--- config.mk ---
export PLATFORM = sky130hd
export DESIGN_NAME = telnet_line_discipline_core
export DESIGN_NICKNAME = d
export VERILOG_FILES = /design/src/tld_pkg.sv /design/src/telnet_line_discipline_core.sv /design/src/tld_cell.sv
export VERILOG_INCLUDE_DIRS = /design/src /design/src/src
export SDC_FILE = /design/constraint.sdc
export NUM_CORES = 1
export LEC_CHECK = 0
export BUFFER_PORTS_ARGS = -buffer_cell sky130_fd_sc_hd__buf_4
export CAP_MARGIN = 5
export CORE_MARGIN = 5
export CORE_UTILIZATION = 63
export CTS_BUF_LIST = sky130_fd_sc_hd__clkbuf_16
export CTS_CLUSTER_DIAMETER = 150
export DETAILED_ROUTE_END_ITERATION = 12
export GPL_TIMING_DRIVEN = 0
export PLACE_DENSITY = 0.8
export REMOVE_ABC_BUFFERS = 1
export SLEW_MARGIN = 10
export SYNTH_ARGS = -nofsm -noshare
export SYNTH_HDL_FRONTEND = slang
export SYNTH_HIERARCHICAL = 1
export SYNTH_SLANG_ARGS = --single-unit
--- constraint.sdc ---
create_clock -name clk -period 5.8 [get_ports clk]
set_input_delay 1.16 -clock clk [delete_from_list [all_inputs] [get_ports clk]]
set_output_delay 1.16 -clock clk [all_outputs]
set_load 0.05 [all_outputs]
--- src/assert_macros.svh ---
// Assertion macros shared by the line discipline RTL.
// Each macro expects signals named clk and arst_n in the including module.
`ifndef ASSERT_MACROS_SVH
`define ASSERT_MACROS_SVH

// A property that must hold at every clock edge outside reset.
`define TLD_ASSERT(name, expr, msg) \
	name: assert property (@(posedge clk) disable iff (!arst_n) (expr)) else $error(msg);

// A condition that must be followed by another one in the next cycle.
`define TLD_ASSERT_NEXT(name, ante, cons, msg) \
	name: assert property (@(posedge clk) disable iff (!arst_n) (ante) |=> (cons)) else $error(msg);

`endif

--- src/tld_pkg.sv ---
// Package for the telnet line discipline: byte codes, result kinds and
// the control struct that drives the line store cells. No dependencies.
`default_nettype none

package tld_pkg;

	// Telnet and ASCII byte codes.
	localparam logic [7:0] BYTE_IAC      = 8'd255;
	localparam logic [7:0] BYTE_WILL     = 8'd251;
	localparam logic [7:0] BYTE_DO       = 8'd253;
	localparam logic [7:0] BYTE_DONT     = 8'd254;
	localparam logic [7:0] BYTE_OPT_ECHO = 8'd1;
	localparam logic [7:0] BYTE_CR       = 8'd13;
	localparam logic [7:0] BYTE_LF       = 8'd10;
	localparam logic [7:0] BYTE_BS       = 8'd8;
	localparam logic [7:0] BYTE_DEL      = 8'd127;
	localparam logic [7:0] BYTE_SPACE    = 8'd32;
	localparam logic [7:0] BYTE_PRINT_HI = 8'd126;

	// Kinds of result item.
	localparam logic [1:0] KIND_ECHO = 2'd0;
	localparam logic [1:0] KIND_CHAR = 2'd1;
	localparam logic [1:0] KIND_END  = 2'd2;

	// Parser modes.
	localparam logic [1:0] MODE_TEXT = 2'd0;
	localparam logic [1:0] MODE_CMD  = 2'd1;
	localparam logic [1:0] MODE_OPT  = 2'd2;

	// Control common to every cell of the line store.
	typedef struct packed {
		logic shift;  // every cell takes its right neighbor's character
		logic load;   // the selected cell takes the incoming character
	} cell_ctl_t;

endpackage

`default_nettype wire

--- src/telnet_line_discipline_core.sv ---
// Top level of the telnet line discipline: parser, result sequencer and
// the chain of tld_cell character cells. Depends on tld_pkg, tld_cell
// and assert_macros.svh.
//
//   channel  | signals                                   | direction
//   ---------+-------------------------------------------+----------
//   input    | in_valid, in_ready, rx_byte               | in
//   result   | out_valid, out_ready, out_kind, out_byte, | out
//            | run_last, line_truncated                  |
//
// A byte with at most one result is accepted in the cycle that emits it,
// so text flows at one item per cycle while the result side keeps up. A
// byte with more results holds the input until the last one is emitted,
// one per cycle while the output keeps up; a carriage return gives CR and
// LF with echo, each stored character as the cells shift, and the end.
// A stall on the result side freezes the sequencer; the output register
// still lets the next byte in once the pending result is taken.
// Reset clears the parser, the echo flag, the line length, the overflow
// flag and the sequencer; the character cells are not reset.
`default_nettype none
`include "assert_macros.svh"

module telnet_line_discipline_core #(
	parameter int LINE_DEPTH = 32
) (
	input  wire        clk,
	input  wire        arst_n,
	input  wire        in_valid,
	output logic       in_ready,
	input  wire  [7:0] rx_byte,
	output logic       out_valid,
	input  wire        out_ready,
	output logic [1:0] out_kind,
	output logic [7:0] out_byte,
	output logic       run_last,
	output logic       line_truncated
);
	import tld_pkg::*;

	localparam int LEN_W = $clog2(LINE_DEPTH + 1);

	// Sequencer states; each state other than idle emits one result.
	localparam logic [3:0] S_IDLE  = 4'd0;
	localparam logic [3:0] S_ECHO  = 4'd1;
	localparam logic [3:0] S_ERA1  = 4'd2;
	localparam logic [3:0] S_ERA2  = 4'd3;
	localparam logic [3:0] S_ERA3  = 4'd4;
	localparam logic [3:0] S_CR    = 4'd5;
	localparam logic [3:0] S_LF    = 4'd6;
	localparam logic [3:0] S_DRAIN = 4'd7;
	localparam logic [3:0] S_END   = 4'd8;

	logic [1:0]       mode_q;
	logic [7:0]       pend_q;
	logic             echo_q;
	logic [LEN_W-1:0] len_q;
	logic             ovf_q;
	logic [3:0]       state_q;
	logic [7:0]       byte_q;

	logic             ov_q;
	logic [1:0]       kind_q;
	logic [7:0]       obyte_q;
	logic             last_q;
	logic             trunc_q;

	logic             slot_free;
	logic             accept;
	logic             in_text;
	logic             is_print;
	logic             is_erase;
	logic             has_room;
	logic             not_empty;
	logic [3:0]       start_state;
	logic [3:0]       eff_state;
	logic [7:0]       eff_byte;
	logic             emit;
	logic [3:0]       nxt_state;
	logic [1:0]       e_kind;
	logic [7:0]       e_byte;
	logic             e_last;
	logic             e_trunc;
	cell_ctl_t        cell_ctl;
	logic [7:0]       cell_data [LINE_DEPTH+1];

	// The output register frees its slot when empty or when being taken.
	assign slot_free = !ov_q || out_ready;
	assign in_ready  = (state_q == S_IDLE) && slot_free;
	assign accept    = in_valid && in_ready;

	// Mode 3 never arises and counts as text.
	assign in_text   = (mode_q != MODE_CMD) && (mode_q != MODE_OPT);
	assign is_print  = (rx_byte >= BYTE_SPACE) && (rx_byte <= BYTE_PRINT_HI);
	assign is_erase  = (rx_byte == BYTE_BS) || (rx_byte == BYTE_DEL);
	assign has_room  = len_q < LEN_W'(LINE_DEPTH);
	assign not_empty = len_q != '0;

	// First result of a newly accepted byte, chosen from the byte itself.
	always_comb begin
		start_state = S_IDLE;
		if (in_text) begin
			if (rx_byte == BYTE_CR) begin
				if (echo_q) begin
					start_state = S_CR;
				end else if (not_empty) begin
					start_state = S_DRAIN;
				end else begin
					start_state = S_END;
				end
			end else if (is_erase) begin
				if (not_empty && echo_q) begin
					start_state = S_ERA1;
				end
			end else if (is_print) begin
				if (has_room && echo_q) begin
					start_state = S_ECHO;
				end
			end
		end
	end

	// The first result is registered in the cycle the byte is accepted.
	assign eff_state = accept ? start_state : state_q;
	assign eff_byte  = accept ? rx_byte : byte_q;
	assign emit      = slot_free && (eff_state != S_IDLE);

	always_comb begin
		e_kind    = KIND_ECHO;
		e_byte    = eff_byte;
		e_last    = 1'b0;
		e_trunc   = 1'b0;
		nxt_state = S_IDLE;
		case (eff_state)
			S_ECHO: begin
				e_last = 1'b1;
			end
			S_ERA1: begin
				nxt_state = S_ERA2;
			end
			S_ERA2: begin
				e_byte    = BYTE_SPACE;
				nxt_state = S_ERA3;
			end
			S_ERA3: begin
				e_last = 1'b1;
			end
			S_CR: begin
				e_byte    = BYTE_CR;
				nxt_state = S_LF;
			end
			S_LF: begin
				e_byte    = BYTE_LF;
				nxt_state = not_empty ? S_DRAIN : S_END;
			end
			S_DRAIN: begin
				// The head cell always holds the next stored character.
				e_kind    = KIND_CHAR;
				e_byte    = cell_data[0];
				nxt_state = (len_q == LEN_W'(1)) ? S_END : S_DRAIN;
			end
			S_END: begin
				e_kind  = KIND_END;
				e_byte  = 8'd0;
				e_trunc = ovf_q;
				e_last  = 1'b1;
			end
			default: begin
				nxt_state = S_IDLE;
			end
		endcase
	end

	// Parser and line bookkeeping.
	always_ff @(posedge clk or negedge arst_n) begin
		if (!arst_n) begin
			mode_q  <= MODE_TEXT;
			pend_q  <= 8'd0;
			echo_q  <= 1'b0;
			len_q   <= '0;
			ovf_q   <= 1'b0;
			state_q <= S_IDLE;
		end else begin
			if (emit) begin
				state_q <= nxt_state;
			end
			if (accept) begin
				if (mode_q == MODE_CMD) begin
					pend_q <= rx_byte;
					mode_q <= (rx_byte >= BYTE_WILL && rx_byte <= BYTE_DONT) ? MODE_OPT
						: MODE_TEXT;
				end else if (mode_q == MODE_OPT) begin
					if (rx_byte == BYTE_OPT_ECHO) begin
						if (pend_q == BYTE_DO) begin
							echo_q <= 1'b1;
						end else if (pend_q == BYTE_DONT) begin
							echo_q <= 1'b0;
						end
					end
					mode_q <= MODE_TEXT;
				end else begin
					mode_q <= (rx_byte == BYTE_IAC) ? MODE_CMD : MODE_TEXT;
					if (is_print) begin
						if (has_room) begin
							len_q <= len_q + LEN_W'(1);
						end else begin
							ovf_q <= 1'b1;
						end
					end else if (is_erase && not_empty) begin
						len_q <= len_q - LEN_W'(1);
					end
				end
			end
			// Draining shortens the line one character per result; a
			// carriage return changes nothing else on acceptance.
			if (emit && eff_state == S_DRAIN) begin
				len_q <= len_q - LEN_W'(1);
			end
			if (emit && eff_state == S_END) begin
				ovf_q <= 1'b0;
			end
		end
	end

	always_ff @(posedge clk) begin
		if (accept) begin
			byte_q <= rx_byte;
		end
	end

	// Output register.
	always_ff @(posedge clk or negedge arst_n) begin
		if (!arst_n) begin
			ov_q <= 1'b0;
		end else if (emit) begin
			ov_q <= 1'b1;
		end else if (out_ready) begin
			ov_q <= 1'b0;
		end
	end

	always_ff @(posedge clk) begin
		if (emit) begin
			kind_q  <= e_kind;
			obyte_q <= e_byte;
			last_q  <= e_last;
			trunc_q <= e_trunc;
		end
	end

	assign out_valid      = ov_q;
	assign out_kind       = kind_q;
	assign out_byte       = obyte_q;
	assign run_last       = last_q;
	assign line_truncated = trunc_q;

	// Line store: a chain of cells. A printable byte lands in the cell at
	// the current length; draining shifts every cell one place toward the
	// head, so the head always presents the oldest character.
	assign cell_ctl.shift = emit && (eff_state == S_DRAIN);
	assign cell_ctl.load  = accept && in_text && is_print && has_room;
	assign cell_data[LINE_DEPTH] = 8'd0;

	for (genvar i = 0; i < LINE_DEPTH; i++) begin : g_cell
		tld_cell u_cell (
			.clk        (clk),
			.ctl        (cell_ctl),
			.sel        (len_q == LEN_W'(i)),
			.load_data  (rx_byte),
			.right_data (cell_data[i+1]),
			.data       (cell_data[i])
		);
	end

	`TLD_ASSERT(a_len_bound, len_q <= LEN_W'(LINE_DEPTH), "line length beyond store depth")
	`TLD_ASSERT(a_drain_nonempty, (state_q != S_DRAIN) || not_empty, "draining an empty line")
	`TLD_ASSERT_NEXT(a_end_clears, emit && (eff_state == S_END), (len_q == '0) && !ovf_q, "line end did not clear the line")
	`TLD_ASSERT(a_kind_valid, !ov_q || (kind_q == KIND_ECHO) || (kind_q == KIND_CHAR) || (kind_q == KIND_END), "bad result kind")

endmodule

`default_nettype wire

--- src/tld_cell.sv ---
// One character cell of the line store chain.
// Depends on tld_pkg for the cell control struct.
`default_nettype none

module tld_cell (
	input  wire               clk,
	input  wire tld_pkg::cell_ctl_t ctl,
	input  wire               sel,
	input  wire  [7:0]        load_data,
	input  wire  [7:0]        right_data,
	output logic [7:0]        data
);
	import tld_pkg::*;

	logic [7:0] char_q;

	// Holds payload only, so there is no reset.
	always_ff @(posedge clk) begin
		if (ctl.shift) begin
			char_q <= right_data;
		end else if (ctl.load && sel) begin
			char_q <= load_data;
		end
	end

	assign data = char_q;

endmodule

`default_nettype wire

; ---- Word-level counts from Yosys, hierarchy flattened
; Index checks and enable logic that the tools add are counted.
[word_totals]
reg_bits = 299
in_bits = 12
out_inout_bits = 14
word_cells = 301
[classes]
add_sub_neg = 2
order_cmp = 5
eq_ne = 56
n_mux = 98
bitwise_logic = 1
reduce_logical = 95
[ops]
columns = cell, count
row1 = $mux 8, 63
row2 = $eq 6x5->1 const B, 16
row3 = $reduce_bool 2->1, 36
row4 = $eq 6x4->1 const B, 8
row5 = $logic_and 1x1->1, 46
row6 = $mux 6, 7
row7 = $pmux 8 s5, 1
row8 = $mux 4, 7
row9 = $eq 6x3->1 const B, 4
row10 = $eq 8x8->1 const B, 3
row11 = $pmux 4 s5, 1
row12 = $eq 4x3->1 const B, 4
row13 = $eq 8x4->1 const B, 2
row14 = $mux 1, 15
row15 = $reduce_and 5->1, 3
row16 = $eq 6x2->1 const B, 2
row17 = $eq 4x2->1 const B, 2
row18 = $eq 8x1->1 const B, 1
row19 = $eq 8x7->1 const B, 1
row20 = $ge 8x6->1 const B, 1
row21 = $ge 8x8->1 const B, 1
row22 = $le 8x7->1 const B, 1
row23 = $le 8x8->1 const B, 1
row24 = $ne 2x1->1 const B, 4
row25 = other kinds (22), 27

; ---- Depth between registers and ports, before layout
[logic_depth]
ltp_word = 13
mapped_depth = 10
ltp_nobuf = 9

; ---- Hierarchy
; The synthesis kept the hierarchy.
[by_module_without_submodules]
columns = module, instances, cells_each, area_each_um2, seq_area_each_um2
row1 = tld_cell, 32, 18, 380.4, 240.2
row2 = telnet_line_discipline_core, 1, 283, 2663.8, 1096.1

; ---- Worst setup path before layout
; Ideal clock, no wire load.
[synth_timing]
kind = input to register
start = in rx_byte[3]
end = reg g_cell[0].u_cell.char_q[0], data pin
setup_time_ns = 0.260
arrival_time_ns = 5.077
t_required_ns = 5.540
path_slack_ns = 0.462
stages = 7
n_path_buf = 1
path_cell_list = and4_1 a311o_2 nor3_4 o32ai_2 nor4_4 buf_6 mux2_4
[synth_lines]
columns = item, line
row1 = start: declaration, telnet_line_discipline_core.sv:30  ; input wire [7:0] rx_byte,
row2 = end signal: assignment, tld_cell.sv:20  ; char_q <= right_data;
row3 = end signal: assignment, tld_cell.sv:22  ; char_q <= load_data;
row4 = end: declaration, tld_cell.sv:15  ; logic [7:0] char_q;

==> summary.txt <==
Most area-hungry cell type in the Yosys netlist = edfxtp_1
Reg clk slew, reported paths = 0.06 ns
CTS tree = built
CP Data Arrival Time = 5.76 ns
Sink Count = 299
Register area share after synthesis = 59.2%
Switching power share of the total = 26.7%
Flop pwr share = 48.1%
Routability cong. = 0.813
Cell Count, Final, Fillers Out = 1263
Pwr Total = 5.35 mW
I/O pin count = 26
Pre-antenna DRT Iters = 5
PD cells = 325 mW/mm2
Leading cell type in the layout, fill and taps excluded = edfxtp_1
Worst-Margin Slew = 1.31 ns
Largest net degree at the start of global routing = 42
Worst clock skew = 0.0118 ns
Max-cap viol count = 0
Synthesis-to-finish area growth = 10.9%
Initial core utilization = 63.6%
Status = completed
Kind of critical path = in2reg
Initial DRC Count = 622
Number of distinct library cells after synthesis = 65
RSZ-0062 raised after global routing = no
Slew margin rel. = 12.4%
Period utilisation layout = 94.4%
Final #Nets = 939
Post-synth top area share = 54.2%
Post-synth EDFFs = 268
Synth top area cells = edfxtp_1 (54%), mux2_4 (26%), dfrtp_1 (3.9%), buf_6 (2.4%), a21o_2 (1.9%)
CTS H-tree depth = 1
Slew Limit Fails = 0
Leakage = 6.29 nW
Count of endpoints failing setup in the final report = 0
Hold Crit Class = reg2reg
CTS resizes = 0
Clk root buf = clkbuf_16
DRC Markers = 0
TritonCTS Buffers = 30
Clk pwr share = 34.8%
Setup tns final = 0 ns
Initial antenna violation count = 0
Max VDD drop = 213 uV
Synthesized area = 0.0148 mm2
Critical Path Source Type = input pin
Hold WS = 0.458 ns
Logic pwr share = 17.1%
WP data required = 6.09 ns
Number of global-route vias before repair = 7759
#FFs+latches synth = 299
Total grt overflow = 0
Final Hold Viols = 0
Synth warnings = 6
Most frequent cells in the layout = edfxtp_1 (268), mux2_4 (256), nor2_1 (33)
Die Wd = 163 um
Dpl cells = 1205
Worst setup EP type = flop
Die Height = 163 um
Design internal power = 3.92 mW
DP HPWL = 15800 um
Syn_area_per_cell = 17.3 um2
P_sw = 1.43 mW
WL per Instance = 20.2 um
Via count of the routed design = 7384
FFs w/ async S/R, synth = 7.69%
Final instance area = 0.0164 mm2
Worst-path maximum fanout = 37
Postcts setup bufs = 1
First-pass GRT wire length = 41700 um
N_diodes = 0
# rows = 56
Port-buffer cells = 25
Gate Count Post-Synth = 859
Via/cell ratio = 5.85
DRT Wirelength = 25600 um
Area of the die = 0.0267 mm2
CTS Buffer Depth = 3
Core area = 0.0233 mm2
Setup WS post-layout = 0.327 ns
Layout cells sized above 1 = 43.5%
Fmax = 183 MHz
Post-synth top flop = edfxtp_1
Routed Antenna Nets = 0
Fin crit period = 5.47 ns
Pre-CTS WS = -1.15 ns
Clk Latency, worst-skew pair = 0.55 ns
DP Area = 0.0155 mm2
Final Util = 70.5%
# hold bufs at CTS = 0
GR Util All Layers = 19.6%
-- worst max-delay path, stage by stage --
cell and delay [ns]:
buf_4 0.42, nor2_1 0.26, a311o_2 0.52, nor3_4 0.75, o32ai_2 0.29, nor4_4 0.24
buf_6 0.23, buf_6 0.19, buf_8 0.17, buf_8 0.16, buf_6 0.19, buf_6 0.18
buf_8 0.17, buf_8 0.17, buf_8 0.16, buf_6 0.15, mux2_4 0.31
-- kinds of logic (layout without fill, tap and decap cells) --
logic type / count (synthesis) / in the layout / synth area share (%)
compound gates: 84 / 84 / 4.42
xor+xnor: 6 / 6 / 0.354
fa+ha+maj: 7 / 7 / 0.590
buf+inv: 55 / 132 / 3.05
flops: 299 / 299 / 59.2
mux: 273 / 273 / 27.1
other cells: 1 / 8 / 0.0253
simple gates: 134 / 135 / 5.22
-- area by class of cell --
type | instances | area, um2
Sequential cell | 299 | 8780
Fill cell | 1469 | 6880
Multi-Input combinational cell | 513 | 5640
Clock buffer | 31 | 776
Timing Repair Buffer | 60 | 616
Tap cell | 319 | 399
Clock inverter | 25 | 179
Inverter | 16 | 60.1
-- synthesized netlist by cell type, drive strengths merged (2+ instances only) --
library cell	instances
nor4b	2
o2bb2ai	3
or3b	2
o211ai	4
o31ai	3
nand3	10
and2	19
ha	7
nand4	7
o21ai	12
inv	16
nor2b	4
a31oi	3
mux2i	8
a311o	2
buf	37
nand4b	2
nor3	13
a21oi	10
dfrtp	23
and3	11
a21o	34
mux2	265
edfxtp	268
nor4	4
xnor2	5
nand2b	2
clkbuf	2
or2	2
nor2	34
nand2	18
dfxtp	8
-- flip-flops by register name, summed over array words and instances, names as in the netlist --
name                flops
ovf_q                   1
g_cell.u_cell/data    256
state_q                 4
line_truncated          1
out_byte                8
pend_q                  8
mode_q                  2
byte_q                  8
len_q                   6
out_kind                2
run_last                1
out_valid               1
echo_q                  1
-- power groups by stage --
stage	sequential, mW	clock, mW	combinational [mW]
after global placement	2.61	0	0.872
after CTS	2.57	1.90	0.906
final	2.58	1.86	0.913
after floorplan	2.70	0	0.545
after global routing	2.58	2.00	0.986
after detailed placement	2.61	0	0.891
-- final timing paths --
path                                  from                        end  slack, ns  depth (start not counted)
worst max-delay path            rx_byte[6]  g_cell[15].u_cell/data[1]       0.33                         17
worst min-delay path             byte_q[7]                  byte_q[7]       0.46                          2
worst max register to register   mode_q[0]  g_cell[15].u_cell/data[1]       0.93                         18
worst min register to register   byte_q[7]                  byte_q[7]       0.46                          2
max in group asynchronous           arst_n                   len_q[3]       5.04                          1
min in group asynchronous           arst_n                  pend_q[4]       0.51                          1
-- routing by layer --
| layer | track usage [%] | share of wire (%) | up-vias |
|---|---|---|---|
| met1 | 27.8 | 45 | 3730 |
| met5 | 0 | 0 | - |
| met3 | 2.65 | 5.1 | 47 |
| met4 | 5.11 | 2.0 | 0 |
| met2 | 32.4 | 48 | 176 |
| li1 | - | - | 3431 |
No activity file was read; power rests on OpenSTA's default activity.
